$ cat config.mk
export PLATFORM = sky130hd
export DESIGN_NAME = tmhs_cell
export DESIGN_NICKNAME = d
export VERILOG_FILES = /design/src/sv/tmhs_pkg.sv /design/src/sv/tmhs_cell.sv
export SDC_FILE = /design/constraint.sdc
export NUM_CORES = 1
export LEC_CHECK = 0
export BUFFER_PORTS_ARGS = -buffer_cell sky130_fd_sc_hd__buf_2
export CAP_MARGIN = 30
export CORE_ASPECT_RATIO = 1.2
export CORE_MARGIN = 10
export CORE_UTILIZATION = 59
export DETAILED_ROUTE_END_ITERATION = 7
export GPL_ROUTABILITY_DRIVEN = 0
export PLACE_DENSITY_LB_ADDON = 0.08
export SYNTH_ARGS = -nofsm -noshare
export SYNTH_HDL_FRONTEND = slang
export SYNTH_SLANG_ARGS = --single-unit
$ cat constraint.sdc
create_clock -name clk -period 8.1 [get_ports clk]
set_clock_uncertainty 0.15 [all_clocks]
set_input_delay 0 -clock clk [delete_from_list [all_inputs] [get_ports clk]]
set_output_delay 0 -clock clk [all_outputs]
set_load 0.005 [all_outputs]
$ cat src/sv/tmhs_pkg.sv
// tmhs_pkg: beat types, codes and cell link structs for the time-merging hit store
// used by tmhs_cell and time_merging_hit_store; no dependencies
`default_nettype none

package tmhs_pkg;

	localparam int HIT_TIME_W  = 32;
	localparam int HIT_COUNT_W = 16;
	localparam int ENTRY_CNT_W = 32;
	localparam int THRESH_W    = 9;
	localparam int WINDOW_W    = 16;
	localparam int USED_W      = 9;
	localparam int APB_ADDR_W  = 3;
	localparam int APB_DATA_W  = 32;

	localparam logic [THRESH_W-1:0] THRESH_RESET = THRESH_W'(100);
	localparam logic [WINDOW_W-1:0] WINDOW_RESET = WINDOW_W'(1000);

	// register word index taken from paddr[2]
	localparam logic REG_THRESHOLD = 1'b0;
	localparam logic REG_WINDOW    = 1'b1;

	localparam logic [1:0] MODE_DETECT = 2'd0;
	localparam logic [1:0] MODE_CLEAR  = 2'd1;
	localparam logic [1:0] MODE_READ   = 2'd2;

	localparam logic [2:0] ST_APPEND      = 3'd0;
	localparam logic [2:0] ST_INSERT      = 3'd1;
	localparam logic [2:0] ST_MERGE_EARLY = 3'd2;
	localparam logic [2:0] ST_MERGE_LATE  = 3'd3;
	localparam logic [2:0] ST_DROP        = 3'd4;
	localparam logic [2:0] ST_DONE        = 3'd5;

	typedef struct packed {
		logic [1:0]             mode;
		logic [HIT_TIME_W-1:0]  hit_time;
		logic [HIT_COUNT_W-1:0] hit_count;
		logic [7:0]             read_index;
	} in_beat_t;

	typedef struct packed {
		logic [2:0]             status;
		logic [USED_W-1:0]      entries_used;
		logic                   read_valid;
		logic [HIT_TIME_W-1:0]  read_time;
		logic [ENTRY_CNT_W-1:0] read_count;
	} out_beat_t;

	// broadcast to every cell in the compare stage
	typedef struct packed {
		logic                  capture;
		logic [HIT_TIME_W-1:0] hit_time;
		logic [WINDOW_W-1:0]   window;
	} cell_cmp_t;

	// broadcast to every cell in the update stage
	typedef struct packed {
		logic                   en;
		logic                   below;
		logic                   insert_en;
		logic [HIT_TIME_W-1:0]  hit_time;
		logic [HIT_COUNT_W-1:0] hit_count;
	} cell_upd_t;

	// what one cell shows its neighbors and the top level
	typedef struct packed {
		logic                   flag;
		logic                   merge_e;
		logic                   merge_l;
		logic                   pick;
		logic [HIT_TIME_W-1:0]  entry_time;
		logic [ENTRY_CNT_W-1:0] entry_count;
	} cell_link_t;

endpackage

`default_nettype wire

$ cat src/sv/tmhs_cell.sv
// tmhs_cell: one slot of the sorted hit row; compares against the hit, then merges,
// shifts from its left neighbor or loads the hit. depends on tmhs_pkg
`default_nettype none

module tmhs_cell
	import tmhs_pkg::*;
(
	input  wire logic       clk,
	input  wire cell_cmp_t  cmp,
	input  wire cell_upd_t  upd,
	input  wire logic       live,
	input  wire logic       pick,
	input  wire cell_link_t prev,
	input  wire logic       next_flag,
	output cell_link_t      link
);

	logic [HIT_TIME_W-1:0]  time_q;
	logic [ENTRY_CNT_W-1:0] count_q;

	logic lt_s2, le_s2, near_a_s2, near_b_s2, live_s2, pick_s2;

	logic [HIT_TIME_W-1:0]  diff_a, diff_b;
	logic                   flag, merge_e, merge_l;
	logic [ENTRY_CNT_W:0]   sum;
	logic [ENTRY_CNT_W-1:0] sat_count;

	always_comb begin
		diff_a = cmp.hit_time - time_q;
		diff_b = time_q - cmp.hit_time;
	end

	always_ff @(posedge clk) begin
		if (cmp.capture) begin
			lt_s2     <= time_q < cmp.hit_time;
			le_s2     <= time_q <= cmp.hit_time;
			near_a_s2 <= diff_a < HIT_TIME_W'(cmp.window);
			near_b_s2 <= diff_b < HIT_TIME_W'(cmp.window);
			live_s2   <= live;
			pick_s2   <= pick;
		end
	end

	always_comb begin
		// entries before the hit position; below threshold equal times stay ahead
		flag    = live_s2 && (upd.below ? le_s2 : lt_s2);
		merge_e = !upd.below && flag && !next_flag && near_a_s2;
		merge_l = !upd.below && live_s2 && !flag && prev.flag && !prev.merge_e && near_b_s2;
		sum     = {1'b0, count_q} + (ENTRY_CNT_W+1)'(upd.hit_count);
		sat_count = sum[ENTRY_CNT_W] ? '1 : sum[ENTRY_CNT_W-1:0];
	end

	always_ff @(posedge clk) begin
		if (upd.en) begin
			if (merge_e) begin
				count_q <= sat_count;
			end else if (merge_l) begin
				count_q <= sat_count;
				time_q  <= upd.hit_time;
			end else if (upd.insert_en && !flag) begin
				if (prev.flag) begin
					time_q  <= upd.hit_time;
					count_q <= ENTRY_CNT_W'(upd.hit_count);
				end else begin
					time_q  <= prev.entry_time;
					count_q <= prev.entry_count;
				end
			end
		end
	end

	always_comb begin
		link.flag        = flag;
		link.merge_e     = merge_e;
		link.merge_l     = merge_l;
		link.pick        = pick_s2;
		link.entry_time  = time_q;
		link.entry_count = count_q;
	end

endmodule

`default_nettype wire

==> out/results.tsv <==
metric	value	unit
DR iter-0 viols	1216	
peak supply drop	0.105	mV
total CTS buffers	9	
commonest register cell after synthesis	edfxtp_1	
# setup viols final	0	
Via Count	9876	
first-pass GRT wire length	53000	µm
Lkg Pwr	5.29	nW
port bufs	237	
die width	131	µm
Die Ht	154	µm
vias per cell	6.27	
synthesized flop and latch total	70	
share of cells above drive strength 1	23.0	%
period utilization	65.9	%
nets	1648	
Crit Path Category	flop to flop	
Hold Vio Cnt, Final	0	
gr usage total	31.7	%
initial antenna violation count	6	
crit end category	flop	
Layout area overhead	30.5	%
PD cells	132	nW/µm²
Worst Path Required	8.10	ns
crit path max fanout	4	
normalized max-slew margin	34.4	%
H-tree depth	3	
Slew Limit Fails	0	
Yosys warnings	0	
share of the synthesized area in the top cell type	23.9	%
Worst setup SP type	flop	
Yosys cell types	86	
Syn Inst Count	1047	
max-cap check violation count	0	
drt wl/cell	21.2	µm
Post-Syn Area	8800	µm²
clk_lat worst skew	0.35	ns
worst flop-to-flop path startpoint	time_q[0]$_DFFE_PP_	
EDFF count, synth	70	
syn_nets	1331	
Routed Antenna Nets	0	
aggregate negative setup slack	0	ns
core area	14500	µm²
post-detail-place hpwl	23000	µm
Clock transition at path regs	0.07	ns
Worst Max-Slew Pin Slew	0.959	ns
Num Clock Sinks	70	
status	finished clean	
Avg Cell Area, Syn	8.40	µm²
boundary pin count	240	
Synth async-reset ratio	0	%
drt drc	0	
largest net degree at the start of global routing	54	
commonest non-fill, non-tap cell in the layout	buf_2	
FMAX	187	MHz
Hold Crit Class	input port to flop	
Critical path origin	time_q[0]$_DFFE_PP_	
Max Root-Sink Buffers	2	
wirelength, routed	33400	µm
Worst Path Arrival	5.34	ns
Die ar.	20200	µm²
CTS tree	done	
most frequent cells in the layout	buf_2 (237), dlygate4sd3_1 (114), ha_1 (109)	
Yosys top cell by area	edfxtp_1	
post-synthesis sequential area ratio	23.9	%
vias in the first global route	10000	
Tmin final	5.34	ns
grt total ovfl	0	
drt pass-1 iters	5	
clock root buffer	clkbuf_16	
Initial Util	60.5	%
Core Rows	48	
RSZ-0062 raised after global routing	false	
hold_ws	0.0440	ns
Hold Crit Start	prev[15]	
synth top area cells	edfxtp_1 (24%), ha_1 (16%), a21oi_1 (5.6%)	
==> Yosys cell counts, drive strengths merged, types with 5 or more instances <==
library cell,n
a31oi,19
nor3,32
mux2,32
nor2,55
inv,97
clkbuf,28
o22ai,5
o21ai,46
nor2b,12
o21a,14
edfxtp,70
o211ai,18
xnor2,44
a211oi,12
nand2,80
buf,22
and3,13
a21oi,101
xor2,19
o21bai,8
a221oi,5
a2111oi,5
a21o,34
o31ai,6
nand3,23
nor4,9
or3,7
mux2i,16
and2,6
nand4,16
nor3b,6
ha,109
nand2b,12
o2111ai,6
==> cell type report <==
type,count,area (µm²)
multi-input cells,829,6090
fillers,1021,3050
repair buffers,356,2360
flip-flops and latches,70,2100
inverters,98,368
well taps,200,250
clock buffers,9,225
clock inverters,7,65.1
diodes,5,12.5
==> worst max-delay path: stages, from the launching register on <==
cell	delay [ns]
edfxtp_1	0.39
ha_1	0.19
inv_1	0.08
fa_1	0.42
a21o_1	0.20
a22oi_2	0.26
o211ai_1	0.15
nand3_1	0.19
nand2_1	0.12
a21oi_1	0.21
xnor2_1	0.14
ha_1	0.26
nor2b_1	0.13
o21ai_0	0.30
o221ai_1	0.18
or4_1	0.54
a2111oi_2	0.22
nand4_1	0.16
or4_1	0.55
nor4_2	0.29
==> where the power goes <==
group / switching (mW) / total [mW] / internal (mW)
registers: 0.0163 / 0.443 / 0.427
clock network: 0.177 / 0.413 / 0.237
logic: 0.366 / 0.657 / 0.291
total: 0.559 / 1.51 / 0.955
==> registers in the layout, indices dropped and copies added, names as in the netlist <==
register / count
live_s2: 1
lt_s2: 1
pick_s2: 1
le_s2: 1
time_q: 32
count_q: 32
near_b_s2: 1
near_a_s2: 1
==> path summary, 6_finish.rpt <==
path	to	slack, ns	cells past startpoint
worst max register to register	near_a_s2$_DFFE_PP_	2.76	19
worst min register to register	count_q[26]$_DFFE_PP_	0.53	2
worst min-delay path	count_q[15]$_DFFE_PP_	0.04	4
worst max-delay path	near_a_s2$_DFFE_PP_	2.76	19
==> per-stage QoR <==
stage / total power, mW / instances / utilization (%) / instance area [µm²] / setup WS (ns)
floorplan: 0.851 / 1047 / - / 8800 / 3.59
global placement: 1.01 / 1439 / 69.1 / 10000 / 2.98
detailed placement: 1.02 / 1439 / 69.1 / 10000 / 2.92
CTS: 1.48 / 1569 / 78.9 / 11500 / 2.88
global route: 1.59 / 1574 / 79.0 / 11500 / 2.55
finish: 1.51 / 1574 / 79.0 / 11500 / 2.76
==> cell families (layout without fill, tap and decap cells) <==
family	Yosys count	after routing	synth area share [%]
buffers and inverters	148	470	6.93
adder cells (fa/ha/maj)	112	112	16.2
flip-flops	70	70	23.9
other	0	5	0
AND/OR/NAND/NOR	290	290	16.7
multiplexers	48	48	5.92
XOR/XNOR	63	63	6.27
AO/OA/AOI/OAI	316	316	24.1
==> metal layers <==
metal / share of wire [%] / track usage, % / wire length, µm
met1: 36 / 35.2 / 11900
met2: 50 / 56.2 / 16600
met3: 9.7 / 6.88 / 3220
met4: 4.9 / 15.1 / 1630
met5: 0 / 0 / 0
==> repair_timing <==
item	CTS	global route
hold buffers	114	0
resized for setup	0	0
endpoints found under the hold margin	72	0
setup buffers	0	0
Note: power is estimated with default switching activity, not from simulation.
